`config.mk`:
```
export PLATFORM = sky130hd
export DESIGN_NAME = integer_to_radix_ascii
export DESIGN_NICKNAME = d
export VERILOG_FILES = /design/src/sv/itra_pkg.sv /design/src/sv/itra_datapath.sv /design/src/sv/itra_controller.sv /design/src/sv/integer_to_radix_ascii.sv
export SDC_FILE = /design/constraint.sdc
export NUM_CORES = 1
export LEC_CHECK = 0
export ABC_AREA = 1
export BUFFER_PORTS_ARGS = -buffer_cell sky130_fd_sc_hd__clkbuf_2
export CELL_PAD_IN_SITES_DETAIL_PLACEMENT = 1
export CELL_PAD_IN_SITES_GLOBAL_PLACEMENT = 2
export CORE_ASPECT_RATIO = 1.25
export CORE_MARGIN = 4
export CORE_UTILIZATION = 38
export DETAILED_ROUTE_END_ITERATION = 7
export PLACE_DENSITY = 0.79
export SLEW_MARGIN = 15
export SYNTH_ARGS = -nofsm -noshare
export SYNTH_HDL_FRONTEND = slang
export SYNTH_SLANG_ARGS = --single-unit
```
`constraint.sdc`:
```
create_clock -name clk -period 7.81 [get_ports clk]
set_input_delay 0.781 -clock clk [delete_from_list [all_inputs] [get_ports clk]]
set_output_delay 0.781 -clock clk [all_outputs]
set_load 0.01 [all_outputs]
```
`src/sv/itra_pkg.sv`:
```
// ----------------------------------------------------------------------------
// itra_pkg
// Shared types, character codes and the digit-to-ASCII function for the
// integer to radix ASCII converter.
// ----------------------------------------------------------------------------
package itra_pkg;

  localparam logic [6:0] CHAR_NUL   = 7'h00;
  localparam logic [6:0] CHAR_MINUS = 7'h2D;
  localparam logic [6:0] CHAR_ZERO  = 7'h30;
  localparam logic [6:0] CHAR_A     = 7'h61;

  localparam logic [4:0] RADIX_MIN = 5'd2;
  localparam logic [4:0] RADIX_MAX = 5'd16;

  typedef struct packed {
    logic load;
    logic shift;
    logic emit_sign;
    logic emit_digit;
    logic emit_error;
  } itra_cmd_t;

  typedef struct packed {
    logic radix_bad;
    logic neg;
    logic last_bit;
    logic last_digit;
  } itra_status_t;

  function automatic logic [6:0] digit_char(input logic [3:0] d);
    logic [6:0] c;
    if (d < 4'd10) begin
      c = CHAR_ZERO + {3'b000, d};
    end else begin
      c = CHAR_A + {3'b000, d - 4'd10};
    end
    return c;
  endfunction

endpackage

```
`src/sv/itra_datapath.sv`:
```
// ----------------------------------------------------------------------------
// itra_datapath
// Magnitude shifter, radix digit array with its carry add, and the
// registered character outputs.
// ----------------------------------------------------------------------------
module itra_datapath #(
  parameter int VALUE_WIDTH = 32
) (
  input  logic                      clk,
  input  logic                      rst,
  input  logic [VALUE_WIDTH-1:0]    value,
  input  logic                      is_signed,
  input  logic [4:0]                radix,
  input  itra_pkg::itra_cmd_t       cmd,
  output itra_pkg::itra_status_t    status,
  output logic                      strobe,
  output logic [6:0]                character,
  output logic                      last_char,
  output logic                      radix_error
);

  localparam int VW   = VALUE_WIDTH;
  localparam int IDXW = $clog2(VW);
  localparam int NCW  = $clog2(VW + 1);

  logic [VW-1:0]   mag;
  logic            neg;
  logic [4:0]      rad;
  logic [3:0]      digits [VW];
  logic [3:0]      digits_next [VW];
  logic [4:0]      sub_val [VW];
  logic [NCW-1:0]  ndig;
  logic [NCW-1:0]  ndig_m1;
  logic [IDXW-1:0] rd_idx;
  logic [IDXW-1:0] bitcnt;
  logic [VW-1:0]   gen;
  logic [VW-1:0]   prop;
  logic [VW:0]     sum;
  logic [VW:0]     carry;
  logic            in_neg;

  assign in_neg = is_signed & value[VW-1];

  always_comb begin
    for (int i = 0; i < VW; i++) begin
      gen[i]  = {digits[i], 1'b0} >= rad;
      prop[i] = {digits[i], 1'b0} == (rad - 5'd1);
    end
    sum   = {1'b0, gen | prop} + {1'b0, gen} + {{VW{1'b0}}, mag[VW-1]};
    carry = sum ^ {1'b0, (gen | prop) ^ gen};
    for (int i = 0; i < VW; i++) begin
      sub_val[i]     = {digits[i], carry[i]} - (carry[i+1] ? rad : 5'd0);
      digits_next[i] = sub_val[i][3:0];
    end
  end

  assign ndig_m1 = ndig - NCW'(1);
  assign rd_idx  = ndig_m1[IDXW-1:0];

  assign status.radix_bad  = (radix < itra_pkg::RADIX_MIN) || (radix > itra_pkg::RADIX_MAX);
  assign status.neg        = neg;
  assign status.last_bit   = bitcnt == IDXW'(VW - 1);
  assign status.last_digit = ndig == NCW'(1);

  always_ff @(posedge clk) begin
    if (cmd.load) begin
      mag    <= in_neg ? (~value + VW'(1)) : value;
      neg    <= in_neg;
      rad    <= radix;
      ndig   <= NCW'(1);
      bitcnt <= '0;
      for (int i = 0; i < VW; i++) begin
        digits[i] <= 4'd0;
      end
    end else if (cmd.shift) begin
      mag    <= {mag[VW-2:0], 1'b0};
      bitcnt <= bitcnt + IDXW'(1);
      if (carry[ndig]) begin
        ndig <= ndig + NCW'(1);
      end
      for (int i = 0; i < VW; i++) begin
        digits[i] <= digits_next[i];
      end
    end else if (cmd.emit_digit) begin
      ndig <= ndig_m1;
    end
  end

  always_ff @(posedge clk) begin
    if (rst) begin
      strobe <= 1'b0;
    end else begin
      strobe <= cmd.emit_sign | cmd.emit_digit | cmd.emit_error;
    end
  end

  always_ff @(posedge clk) begin
    if (cmd.emit_error) begin
      character   <= itra_pkg::CHAR_NUL;
      last_char   <= 1'b1;
      radix_error <= 1'b1;
    end else if (cmd.emit_sign) begin
      character   <= itra_pkg::CHAR_MINUS;
      last_char   <= 1'b0;
      radix_error <= 1'b0;
    end else if (cmd.emit_digit) begin
      character   <= itra_pkg::digit_char(digits[rd_idx]);
      last_char   <= status.last_digit;
      radix_error <= 1'b0;
    end
  end

endmodule

```
`src/sv/itra_controller.sv`:
```
// ----------------------------------------------------------------------------
// itra_controller
// Sequencer for one conversion: load, bit shifts, sign, digits or radix error.
// ----------------------------------------------------------------------------
module itra_controller (
  input  logic                   clk,
  input  logic                   rst,
  input  logic                   start,
  input  itra_pkg::itra_status_t status,
  output itra_pkg::itra_cmd_t    cmd,
  output logic                   busy
);

  localparam logic [1:0] S_IDLE = 2'd0;
  localparam logic [1:0] S_CONV = 2'd1;
  localparam logic [1:0] S_SIGN = 2'd2;
  localparam logic [1:0] S_EMIT = 2'd3;

  logic [1:0] state;
  logic [1:0] state_next;

  assign busy = state != S_IDLE;

  always_comb begin
    cmd        = '0;
    state_next = state;
    case (state)
      S_IDLE: begin
        if (start) begin
          if (status.radix_bad) begin
            cmd.emit_error = 1'b1;
          end else begin
            cmd.load   = 1'b1;
            state_next = S_CONV;
          end
        end
      end
      S_CONV: begin
        cmd.shift = 1'b1;
        if (status.last_bit) begin
          state_next = status.neg ? S_SIGN : S_EMIT;
        end
      end
      S_SIGN: begin
        cmd.emit_sign = 1'b1;
        state_next    = S_EMIT;
      end
      S_EMIT: begin
        cmd.emit_digit = 1'b1;
        if (status.last_digit) begin
          state_next = S_IDLE;
        end
      end
      default: begin
        state_next = S_IDLE;
      end
    endcase
  end

  always_ff @(posedge clk) begin
    if (rst) begin
      state <= S_IDLE;
    end else begin
      state <= state_next;
    end
  end

endmodule

```
`src/sv/integer_to_radix_ascii.sv`:
```
// ----------------------------------------------------------------------------
// integer_to_radix_ascii
// Converts a binary number into its ASCII text in a radix from 2 to 16,
// most significant digit first, one character per output strobe.
// ----------------------------------------------------------------------------
// Channel   Direction  Handshake               Payload
// input     in         start high, busy low    value, is_signed, radix
// result    out        strobe, one cycle       character, last_char, radix_error
//
// A conversion loads the operands, shifts the magnitude into the radix digit
// array one bit per cycle through a single carry add across all digits, then
// gives an optional minus sign and the digits, most significant first.
// A bad radix gives one error result.
// Reset is synchronous and returns the sequencer to idle with no strobe.
// Results cannot be stalled; each is valid only in its strobe cycle.
module integer_to_radix_ascii #(
  parameter int VALUE_WIDTH = 32
) (
  input  logic                   clk,
  input  logic                   rst,
  input  logic                   start,
  output logic                   busy,
  input  logic [VALUE_WIDTH-1:0] value,
  input  logic                   is_signed,
  input  logic [4:0]             radix,
  output logic                   strobe,
  output logic [6:0]             character,
  output logic                   last_char,
  output logic                   radix_error
);

  itra_pkg::itra_cmd_t    cmd;
  itra_pkg::itra_status_t status;

  itra_controller u_ctrl (
    .clk    (clk),
    .rst    (rst),
    .start  (start),
    .status (status),
    .cmd    (cmd),
    .busy   (busy)
  );

  itra_datapath #(
    .VALUE_WIDTH (VALUE_WIDTH)
  ) u_dp (
    .clk         (clk),
    .rst         (rst),
    .value       (value),
    .is_signed   (is_signed),
    .radix       (radix),
    .cmd         (cmd),
    .status      (status),
    .strobe      (strobe),
    .character   (character),
    .last_char   (last_char),
    .radix_error (radix_error)
  );

endmodule

```
Word level (Yosys, flattened, before mapping):

Memory sizes are Yosys's and may differ from the RTL's.
Cells that the tools add are included.

* add/subtract/negate cells: 42
* multipliers: 0
* div/mod/pow operators: 0
* magnitude comparators: 36
* equal/unequal tests: 42
* shift-type cells: 0
* mux-type cells: 99
* bitwise gates (word level): 39
* reductions and logical operators: 9

Operators with widths (number)
* $mux W4: 64
* $eq A5 B5 Y1: 32
* $ge A5 B5 Y1: 32
* $sub A4 B4 Y4: 32
* $mux W32: 3
* $or A1 B1 Y1: 34
* $add A32 B32 Y33: 1
* $add A33 B1 Y33: 1
* $xor A33 B32 Y33: 1
* $add A32 B1 Y32 const B: 1
* $not A32 Y32: 1
* $or A32 B32 Y32: 1
* $xor A32 B32 Y32: 1
* $mux W6: 5
* $mux W1: 20
* $mux W2: 4
* $ne A2 B2 Y1 const B: 4
* $pmux W2 S4: 1
* $reduce_bool A2 Y1: 4
* $add A6 B4 Y7 const A: 1
* $add A6 B5 Y7 const A: 1
* $lt A6 B7 Y1 const B: 1
* $mux W7: 1
* $add A6 B1 Y6 const B: 1
* other kinds (19): 20

* register bits: 61
* bits in latches: 0
* memory bits (writable): 128
* bits in read-only memories: 0
* output and inout bits: 11
* word-level logic and storage cells: 279
* memories kept: 1

Memory list
* u_dp.digits: words 32, width 4, read ports 33, clocked after Yosys merged registers in 0, wr ports 32, line itra_datapath.sv:29 `logic [3:0] digits [VW];`

Longest topological paths before layout:

Gate-level depths: netlist of the first run.

* depth after elaboration: 10
* gate-level depth with buffers: 36
* depth with buffers taken out: 31

Hierarchy:

From an unflattened synthesis of the first run, not the netlist that was laid out.

* cell total of the unflattened synthesis: 2961
* area, all modules: 20853.8 µm²

By module, submodules not included
* itra_datapath: instances 1, cells each 2926, area an instance 20637.3 µm², sequential area each 5405.2 µm²
* itra_controller: instances 1, cells each 35, area an instance 216.5 µm², sequential area each 40.0 µm²

Least setup slack after synthesis of the first run:

OpenSTA, ideal clock, no wires.

* path type: input -> register
* from: input port radix[4]
* to: memory u_dp.digits[0][0] (enable)
* library setup time: 1.318 ns
* arrival time: 4.748 ns
* data required time: 6.492 ns
* setup slack: 1.744 ns
* stages on the path: 7
* path buffers: 2
* cell sequence: or4_1 nand2_1 nor2_1 clkinv_1 clkbuf_1 clkbuf_1 nand2_1

RTL lines
* from (decl): line integer_to_radix_ascii.sv:25 `input logic [4:0] radix,`
* to (decl): line itra_datapath.sv:29

==> impl_metrics.env, run 1 <==
export IMPL_grt_max_degree=107
export IMPL_r2r_slack_ns=1.83
export IMPL_cts_setup_buffers=0
export IMPL_ys_ff_latch=189
export IMPL_crit_slowest_cell="buf_4"
export IMPL_synth_area_per_cell_sq_um=6.962
export IMPL_cp_max_fo=33
export IMPL_cts_buffer_depth=2
export IMPL_grt_usage_pct=27.17
export IMPL_die_h_um=271.8
export IMPL_n_antenna_cell=0
export IMPL_path_clk_slew_ns=0.08
export IMPL_p_leak_nw=11.16
export IMPL_fin_crit_sh_pct=76.62
export IMPL_drt_iter0_drc=1007
export IMPL_cap_violations=0
export IMPL_peakVddDrop_v=0.0003420
export IMPL_skew_ns=0.01244
export IMPL_end_kind="register"
export IMPL_clk_latency_ns=0.51
export IMPL_whs_ns=0.4573
export IMPL_std_cell_rows=96
export IMPL_yosysTopAreaCellShare_pct=23.57
export IMPL_portBuffers=51
export IMPL_vias_per_cell=5.405
export IMPL_tightest_slew_ns=1.082
export IMPL_yosysMostFrequentCell="nand2_1"
export IMPL_syn_to_final_growth_pct=7.163
export IMPL_syn_inst=3038
export IMPL_max_freq_mhz=167.1
export IMPL_drtPass1Iterations=5
export IMPL_drive_above_1_share_pct=8.656
export IMPL_setup_viol_count_final=0
export IMPL_wl_per_cell_um=21.24
export IMPL_relSlewSlack_pct=26.97
export IMPL_yosysTopAreaCell="edfxtp_1"
export IMPL_layout_nets=3350
export IMPL_start_util_pct=38.45
export IMPL_grt_ovfl_total=0
export IMPL_antenna_left=0
export IMPL_synth_edf_count=166
export IMPL_grt_pass1_vias=22044
export IMPL_cts_tree="done"
export IMPL_drt_wl_total_mm=80.41
export IMPL_synth_warnings=0
export IMPL_antenna_found_initial=0
export IMPL_required_ns=8.17
export IMPL_critical_path_class="reg -> reg"
export IMPL_fp_dieArea_sq_mm=0.05952
export IMPL_synth_top_cells_by_count="nand2_1 (806), inv_1 (412), nor2_1 (303), ha_1 (240), a21oi_1 (210)"
export IMPL_synthArstFlopShare_pct=0
export IMPL_hold_violations=0
export IMPL_hold_path_class="in -> reg"
export IMPL_fp_coreArea_sq_mm=0.05501
export IMPL_vias=20457
export IMPL_outcome="finished clean"
export IMPL_hpwl_mm=58.67
export IMPL_htreeDepth=4
export IMPL_ys_seq_area_share_pct=25.74
export IMPL_finalWeightedCongestion=0.8911
export IMPL_grt_setup_unrepaired="no"
export IMPL_start_kind="register"
export IMPL_fin_crit_ns=5.984
export IMPL_synth_cell_area_sq_mm=0.02115
export IMPL_cts_sinks=189
export IMPL_cts_made_buffers=17
export IMPL_crit_path_max_incr_delay_ns=0.63
export IMPL_tns_ns=0
export IMPL_crit_arrival_ns=6.35
export IMPL_holdBufCountCts=0
export IMPL_power_density_mw_per_mm2=472.8
export IMPL_synth_area_top_cells="edfxtp_1 (24%), nand2_1 (14%), ha_1 (14%)"
export IMPL_drv_slew=0
export IMPL_ctsRootBufferMaster="clkbuf_16"
export IMPL_synthDistinctLibCells=55
export IMPL_io_pins=52
export IMPL_syn_nets=3351
export IMPL_grt_pass1_wl_mm=125.2
export IMPL_post_cts_resized=0
export IMPL_crit_path_frequent_cell="nand2_1"
export IMPL_drc_errors=0
export IMPL_die_x_um=219.0
export IMPL_synthFlopType="edfxtp_1"
[sequential cells by signal (all words and copies together), names as in the netlist]
signal            flops
u_dp.mag             32
u_dp.bitcnt           5
u_dp.strobe           1
u_dp.neg              1
u_dp.rad              5
u_ctrl.state          2
u_dp.last_char        1
u_dp.radix_error      1
u_dp.ndig             6
u_dp.digits         128
u_dp.character        7
[per-layer routing]
layer	up-vias	track usage [%]	share of wire [%]
li1	9874	-	-
met1	10131	32.07	42
met2	337	50.43	52
met3	115	3.213	2.9
met4	0	9.300	3.1
met5	-	0	0
[layout by cell type (no fill, tap or decap), types with 51 or more instances in the layout]
cell / netlist / final
o21ai_0: 158 / 158
xor2_1: 83 / 83
nand3_1: 142 / 142
edfxtp_1: 166 / 166
inv_1: 412 / 410
clkbuf_2: 0 / 51
nand2_1: 806 / 805
a21oi_1: 210 / 210
ha_1: 240 / 239
nor2_1: 303 / 302
[stage by stage]
stage	cells	setup slack, ns	area [sq um]	util, %	total power, mW
2_1_floorplan	3038	1.744	21150	-	7.362
4_1_cts	3785	1.834	22670	41.20	10.78
3_5_place_dp	3753	1.872	22070	40.12	9.772
5_1_grt	3785	1.283	22670	41.20	11.78
3_3_place_gp	3753	1.967	22070	40.12	9.417
6_report	3785	1.826	22670	41.20	10.72
[critical path: cells and delay by family (launching register included)]
family | cells | cell delay, ns
and+or+nand+nor | 15 | 1.98
xor gates and xnor gates | 1 | 0.19
buffers and inverters | 8 | 1.80
adders and majority gates | 2 | 0.63
AOI/OAI and AO/OA | 4 | 0.77
DFF | 1 | 0.37
[where the power goes]
group	total, mW	switching, mW	internal (mW)
combinational	7.29	4.85	2.43
clock	0.951	0.504	0.447
sequential	2.48	0.607	1.87
total	10.7	5.96	4.75
[final timing paths]
| kind | from | endpoint | depth (start not counted) |
|---|---|---|---|
| max | u_dp.rad[3]$_DFFE_PP_ | u_dp.digits[31][3]$_SDFFCE_PP0P_ | 30 |
| max reg2reg | u_dp.rad[3]$_DFFE_PP_ | u_dp.digits[31][3]$_SDFFCE_PP0P_ | 30 |
| min reg2reg | u_dp.ndig[5]$_SDFFE_PP0P_ | u_dp.ndig[5]$_SDFFE_PP0P_ | 2 |
| min | rst | u_dp.strobe$_SDFF_PP0_ | 2 |
[cells by family (layout without fill, tap and decap cells)]
logic type / count (synthesis) / in the layout / share of synthesized area [%]
and+or+nand+nor: 1479 / 1479 / 30.58
buffers and inverters: 537 / 549 / 10.10
AOI/OAI and AO/OA: 430 / 430 / 10.93
adders and majority gates: 272 / 272 / 17.23
DFF: 189 / 189 / 25.74
xor gates and xnor gates: 131 / 131 / 5.424
[cell type report]
type	instances	area, sq um
timing repair buffer	75	447.9
clock inverter	13	140.1
sequential	189	5449
inverter	442	1660
multi-input combinational	2312	13600
clock buffer	19	454.2
tap	735	919.6
fill	7213	32350
Note: power is estimated with default switching activity, not from simulation.
==> run 2: changes to the inputs <==
--- a/config.mk
+++ b/config.mk
@@ -11,9 +11,9 @@
 export CELL_PAD_IN_SITES_GLOBAL_PLACEMENT = 2
 export CORE_ASPECT_RATIO = 1.25
 export CORE_MARGIN = 4
-export CORE_UTILIZATION = 38
+export CORE_UTILIZATION = 34
 export DETAILED_ROUTE_END_ITERATION = 7
-export PLACE_DENSITY = 0.79
+export PLACE_DENSITY = 0.75
 export SLEW_MARGIN = 15
 export SYNTH_ARGS = -nofsm -noshare
 export SYNTH_HDL_FRONTEND = slang
==> constraint.sdc (replaced) <==
create_clock -name clk -period 5.1 [get_ports clk]
set_input_delay 0.51 -clock clk [delete_from_list [all_inputs] [get_ports clk]]
set_output_delay 0.51 -clock clk [all_outputs]
set_load 0.01 [all_outputs]
==> impl_metrics.env, run 2 (synthesized netlist as in run 1, its figures left out) <==
export IMPL_outcome="finished clean"
export IMPL_vias=20653
export IMPL_hold_violations=0
export IMPL_peakVddDrop_v=0.0003201
export IMPL_grt_pass1_wl_mm=128.2
export IMPL_drt_wl_total_mm=82.78
export IMPL_fin_crit_sh_pct=91.09
export IMPL_portBuffers=51
export IMPL_fp_dieArea_sq_mm=0.06629
export IMPL_antenna_left=0
export IMPL_skew_ns=0.01779
export IMPL_cap_violations=0
export IMPL_fin_ws_ns=0.4545
export IMPL_mostFrequentLayoutCells="nand2_1 (805), inv_1 (409), nor2_1 (302), ha_1 (239), a21oi_1 (210)"
export IMPL_crit_buf_inv=5
export IMPL_grt_pass1_vias=22220
export IMPL_required_ns=5.37
export IMPL_relSlewSlack_pct=32.34
export IMPL_antenna_found_initial=1
export IMPL_grt_usage_pct=25.08
export IMPL_start_util_pct=34.58
export IMPL_fin_crit_ns=4.645
export IMPL_crit_path_max_incr_delay_ns=0.43
export IMPL_cts_tree="done"
export IMPL_grt_setup_unrepaired="no"
export IMPL_crit_family="simple AND/OR/NAND/NOR gates"
export IMPL_dpl_worst_slack_ns=0.3585
export IMPL_drc_errors=0
export IMPL_grt_ovfl_total=0
export IMPL_drive_above_1_share_pct=10.45
export IMPL_crit_slowest_cell="edfxtp_1"
export IMPL_fp_coreArea_sq_mm=0.06116
export IMPL_clk_latency_ns=0.52
export IMPL_layout_nets=3409
export IMPL_cts_made_buffers=17
export IMPL_tightest_slew_ns=1.002
export IMPL_placed_cells=3899
export IMPL_final_common_cell="nand2_1"
export IMPL_vias_per_cell=5.251
export IMPL_io_pins=52
export IMPL_final_cells=3933
export IMPL_largest_reg_flops=128
export IMPL_power_density_mw_per_mm2=721.8
export IMPL_wl_per_cell_um=21.05
export IMPL_max_freq_mhz=215.3
export IMPL_die_h_um=286.9
export IMPL_cts_buffer_depth=2
export IMPL_cp_max_fo=17
export IMPL_n_antenna_cell=0
export IMPL_ctsRootBufferMaster="clkbuf_16"
export IMPL_start_kind="register"
export IMPL_htreeDepth=4
export IMPL_critical_path_class="reg -> reg"
export IMPL_path_clk_slew_ns=0.08
export IMPL_cts_sinks=189
export IMPL_cts_setup_buffers=0
export IMPL_holdBufCountCts=0
export IMPL_largest_register="u_dp.digits"
export IMPL_drt_iter0_drc=885
export IMPL_p_leak_nw=11.46
export IMPL_hold_path_class="in -> reg"
export IMPL_setup_viol_count_final=0
export IMPL_drtPass1Iterations=5
export IMPL_post_cts_resized=0
export IMPL_syn_to_final_growth_pct=10.20
export IMPL_end_kind="register"
export IMPL_biggestRegsByFlops="u_dp.digits: 128 flops, u_dp.mag: 32 flops, u_dp.character: 7 flops"
export IMPL_die_x_um=231.1
export IMPL_grt_max_degree=62
export IMPL_finalWeightedCongestion=0.9375
export IMPL_std_cell_rows=101
export IMPL_drv_slew=0
export IMPL_hpwl_mm=64.07
export IMPL_crit_arrival_ns=4.91
## run 2: metal layers
layer	up-vias	wire [um]	part of all wire, %	global-route usage, %
met4	2	3033	3.7	9.550
li1	9977	-	-	-
met1	10189	33240	40	27.89
met2	339	44120	53	48.19
met3	146	2380	2.9	3.152
met5	-	9	0.011	0
## run 2: path summary, 6_finish.rpt
check	start	endpoint	slack [ns]	depth (start not counted)
hold / removal	rst	u_dp.strobe$_SDFF_PP0_	0.19	2
setup / recovery	u_dp.rad[2]$_DFFE_PP_	u_dp.digits[24][2]$_SDFFCE_PP0P_	0.45	25
hold reg to reg	u_dp.radix_error$_SDFFE_PP1P_	u_dp.radix_error$_SDFFE_PP1P_	0.48	2
setup reg to reg	u_dp.rad[2]$_DFFE_PP_	u_dp.digits[24][2]$_SDFFCE_PP0P_	0.45	25
## run 2: where the power goes
| group | internal, mW | leakage (nW) | switching [mW] |
|---|---|---|---|
| logic | 3.98 | 9.38 | 7.60 |
| registers | 2.86 | 1.79 | 0.900 |
| clock network | 0.669 | 0.293 | 0.805 |
| total | 7.52 | 11.5 | 9.31 |
## run 2: final cells by class
| cell class | count | area (sq um) |
|---|---|---|
| multi-input combinational | 2312 | 13610 |
| fill | 7798 | 37850 |
| clock buffer | 17 | 425.4 |
| sequential | 189 | 5449 |
| clock inverter | 15 | 195.2 |
| tap | 824 | 1031 |
| timing repair buffer | 134 | 940.9 |
| inverter | 442 | 1660 |
## run 2: metrics by stage
stage	cell area (sq um)	power (mW)	TNS, ns	utilization [%]	hold WS (ns)
floorplan	21180	11.23	-0.04831	-	0.4398
global placement	22670	14.89	0	37.07	0.4378
detailed placement	22670	15.41	0	37.07	0.4676
CTS	23290	16.97	0	38.09	0.1525
global route	23310	18.52	0	38.11	0.1727
finish	23310	16.83	0	38.11	0.1880
## run 2: worst register-to-register path, cell delays in order (launching register included)
cell       delay, ns
edfxtp_1        0.43
buf_4           0.27
nor2_8          0.20
nand2_4         0.07
nand2_2         0.10
nand2_4         0.06
o21ai_0         0.24
a2111oi_2       0.10
ha_1            0.19
or2_2           0.34
ha_1            0.19
or2_2           0.33
nand3_1         0.11
nand2_2         0.06
nand2_1         0.07
nand2_2         0.06
buf_4           0.15
nand3_1         0.06
nand3_1         0.27
inv_1           0.23
ha_1            0.17
inv_1           0.06
fa_1            0.37
xor2_1          0.15
nand2_1         0.07
inv_1           0.04
==> run 3: changes to the inputs <==
--- a/config.mk
+++ b/config.mk
@@ -6,14 +6,15 @@
 export NUM_CORES = 1
 export LEC_CHECK = 0
 export ABC_AREA = 1
-export BUFFER_PORTS_ARGS = -buffer_cell sky130_fd_sc_hd__clkbuf_2
 export CELL_PAD_IN_SITES_DETAIL_PLACEMENT = 1
 export CELL_PAD_IN_SITES_GLOBAL_PLACEMENT = 2
 export CORE_ASPECT_RATIO = 1.25
-export CORE_MARGIN = 4
-export CORE_UTILIZATION = 34
+export CORE_MARGIN = 3
+export CORE_UTILIZATION = 35
 export DETAILED_ROUTE_END_ITERATION = 7
+export DONT_BUFFER_PORTS = 1
 export PLACE_DENSITY = 0.75
+export RECOVER_POWER = 50
 export SLEW_MARGIN = 15
 export SYNTH_ARGS = -nofsm -noshare
 export SYNTH_HDL_FRONTEND = slang
==> impl_metrics.env, run 3 (synthesized netlist as in run 1, its figures left out) <==
export IMPL_outcome="finished, violations left"
export IMPL_violations="max-capacitance violations, max-slew violations"
export IMPL_tightest_slew_ns=2.879
export IMPL_worstRegToRegCells=29
export IMPL_drc_errors=0
export IMPL_p_leak_nw=11.26
export IMPL_start_kind="register"
export IMPL_hold_violations=0
export IMPL_p_switching_mw=9.228
export IMPL_required_ns=5.46
export IMPL_finalWeightedCongestion=0.9513
export IMPL_peakVddDrop_v=0.0003834
export IMPL_p_clk_share_pct=8.9
export IMPL_max_freq_mhz=211.2
export IMPL_largest_register="u_dp.digits"
export IMPL_portBuffers=0
export IMPL_drtPass1Iterations=5
export IMPL_crit_arrival_ns=5.10
export IMPL_cts_buffer_depth=2
export IMPL_path_clk_slew_ns=0.09
export IMPL_finalPower_mw=16.78
export IMPL_std_cell_rows=100
export IMPL_fin_crit_sh_pct=92.82
export IMPL_hold_path_class="in -> reg"
export IMPL_clk_latency_ns=0.52
export IMPL_fp_dieArea_sq_mm=0.06344
export IMPL_setup_viol_count_final=0
export IMPL_syn_to_final_growth_pct=8.619
export IMPL_drive_above_1_share_pct=8.960
export IMPL_hpwl_mm=62.15
export IMPL_nFillCells=7529
export IMPL_power_density_mw_per_mm2=730.6
export IMPL_dpl_worst_slack_ns=0.2869
export IMPL_relSlewSlack_pct=-91.91
export IMPL_crit_path_frequent_cell="nand2_1"
export IMPL_start_util_pct=35.44
export IMPL_mostFrequentLayoutCells="nand2_1 (805), inv_1 (409), nor2_1 (302), ha_1 (239), a21oi_1 (210)"
export IMPL_grt_ovfl_total=0
export IMPL_hold_depth=1
export IMPL_min_delay_start="rst"
export IMPL_grt_pass1_wl_mm=127.1
export IMPL_fp_coreArea_sq_mm=0.05968
export IMPL_r2r_end="u_dp.digits[27][3]$_SDFFCE_PP0P_"
export IMPL_drv_slew=171
export IMPL_wl_per_cell_um=21.41
export IMPL_final_common_cell="nand2_1"
export IMPL_grt_pass1_vias=21841
export IMPL_ctsRootBufferMaster="clkbuf_16"
export IMPL_p_seq_share_pct=22.6
export IMPL_biggestRegsByFlops="u_dp.digits: 128 flops, u_dp.mag: 32 flops, u_dp.character: 7 flops"
export IMPL_crit_path_max_incr_delay_ns=0.48
export IMPL_fin_ws_ns=0.3661
export IMPL_drt_iter0_drc=901
export IMPL_die_x_um=225.9
export IMPL_cp_max_fo=7
export IMPL_io_pins=52
export IMPL_crit_slowest_cell="edfxtp_1"
export IMPL_end_kind="register"
export IMPL_n_antenna_cell=0
export IMPL_cap_violations=2
export IMPL_comb_power_share_pct=68.6
export IMPL_antenna_left=0
export IMPL_p_int_mw=7.557
export IMPL_placed_cell_area_sq_mm=0.02238
export IMPL_critical_path_class="reg -> reg"
export IMPL_grt_usage_pct=26.29
export IMPL_htreeDepth=4
export IMPL_r2r_start="u_dp.rad[0]$_DFFE_PP_"
export IMPL_hold_path_end="u_dp.strobe$_SDFF_PP0_"
export IMPL_grt_max_degree=107
export IMPL_fin_crit_ns=4.734
export IMPL_vias_per_cell=5.296
export IMPL_r2r_slack_ns=0.37
export IMPL_layout_nets=3358
export IMPL_cts_sinks=189
export IMPL_switching_share_pct=54.98
export IMPL_holdBufCountCts=0
export IMPL_skew_ns=0.01365
export IMPL_largest_reg_flops=128
export IMPL_vias=20245
export IMPL_whs_ns=0.05675
export IMPL_die_h_um=280.9
export IMPL_final_cell_area_sq_mm=0.02297
export IMPL_drt_wl_total_mm=81.86
export IMPL_cts_tree="done"
export IMPL_antenna_found_initial=0
export IMPL_cts_made_buffers=17
## run 3: changes by cell type in the layout (fill, tap and decap cells not counted), sizes merged
cell | before | now
bufinv | 0 | 1
clkbuf | 68 | 21
buf | 83 | 80
inv | 442 | 445
clkinv | 14 | 9
## run 3: what timing repair did
item | in CTS | in global routing
setup buffers | 0 | 1
resized for setup | 0 | 3
setup endpoints to repair | 0 | 6
## run 3: cell type report
class | count | area [sq um] | share of cell area, %
tap | 765 | 957.2 | 4.166
multi-input combinational | 2312 | 13600 | 59.19
inverter | 442 | 1663 | 7.238
sequential | 189 | 5449 | 23.72
timing repair buffer | 83 | 703.2 | 3.061
clock inverter | 14 | 173.9 | 0.7570
clock buffer | 18 | 429.2 | 1.868
## run 3: worst max path at each step
stage          cells past startpoint  slack (ns)                          endpoint             startpoint
6_report                          29        0.37  u_dp.digits[27][3]$_SDFFCE_PP0P_  u_dp.rad[0]$_DFFE_PP_
5_1_grt                           28       -0.03  u_dp.digits[31][3]$_SDFFCE_PP0P_  u_dp.rad[0]$_DFFE_PP_
4_1_cts                           28        0.24  u_dp.digits[31][3]$_SDFFCE_PP0P_  u_dp.rad[0]$_DFFE_PP_
3_5_place_dp                      28        0.29  u_dp.digits[31][3]$_SDFFCE_PP0P_  u_dp.rad[0]$_DFFE_PP_
3_3_place_gp                      28        0.48  u_dp.digits[31][3]$_SDFFCE_PP0P_  u_dp.rad[0]$_DFFE_PP_
2_1_floorplan                     34       -0.05  u_dp.digits[31][3]$_SDFFCE_PP0P_  u_dp.rad[0]$_DFFE_PP_
## run 3: routing by layer
metal / track usage, % / share of wire, % / routed length [um] / vias to the layer above
li1: - / - / - / 9876
met1: 30.19 / 42 / 34000 / 9922
met2: 49.14 / 52 / 42460 / 309
met3: 3.364 / 2.6 / 2165 / 138
met4: 10.21 / 3.9 / 3228 / 0
met5: 0 / 0 / 0 / -
## run 3: per-stage QoR
step	TNS (ns)	utilization, %	instances
after floorplan	-0.04831	-	3038
after global placement	0	37.49	3790
after detailed placement	0	37.49	3790
after CTS	0	38.51	3822
after global routing	-0.02879	38.49	3823
final	0	38.49	3823
## run 3: power groups by stage
stage | Sequential, mW | Clock, mW | Combinational, mW
2_1_floorplan | 3.45 | 0 | 7.78
3_3_place_gp | 3.77 | 0 | 11.0
3_5_place_dp | 3.80 | 0 | 11.5
4_1_cts | 3.76 | 1.54 | 11.6
5_1_grt | 3.90 | 1.58 | 13.0
6_report | 3.79 | 1.49 | 11.5
## run 3: worst max-delay path: cells and delay by family, from the launching register on
family,cells,cell delay [ns]
buf+inv,4,0.42
compound gates,5,1.03
simple gates,14,1.43
flops,1,0.48
xor+xnor,2,0.38
fa+ha+maj,4,0.82
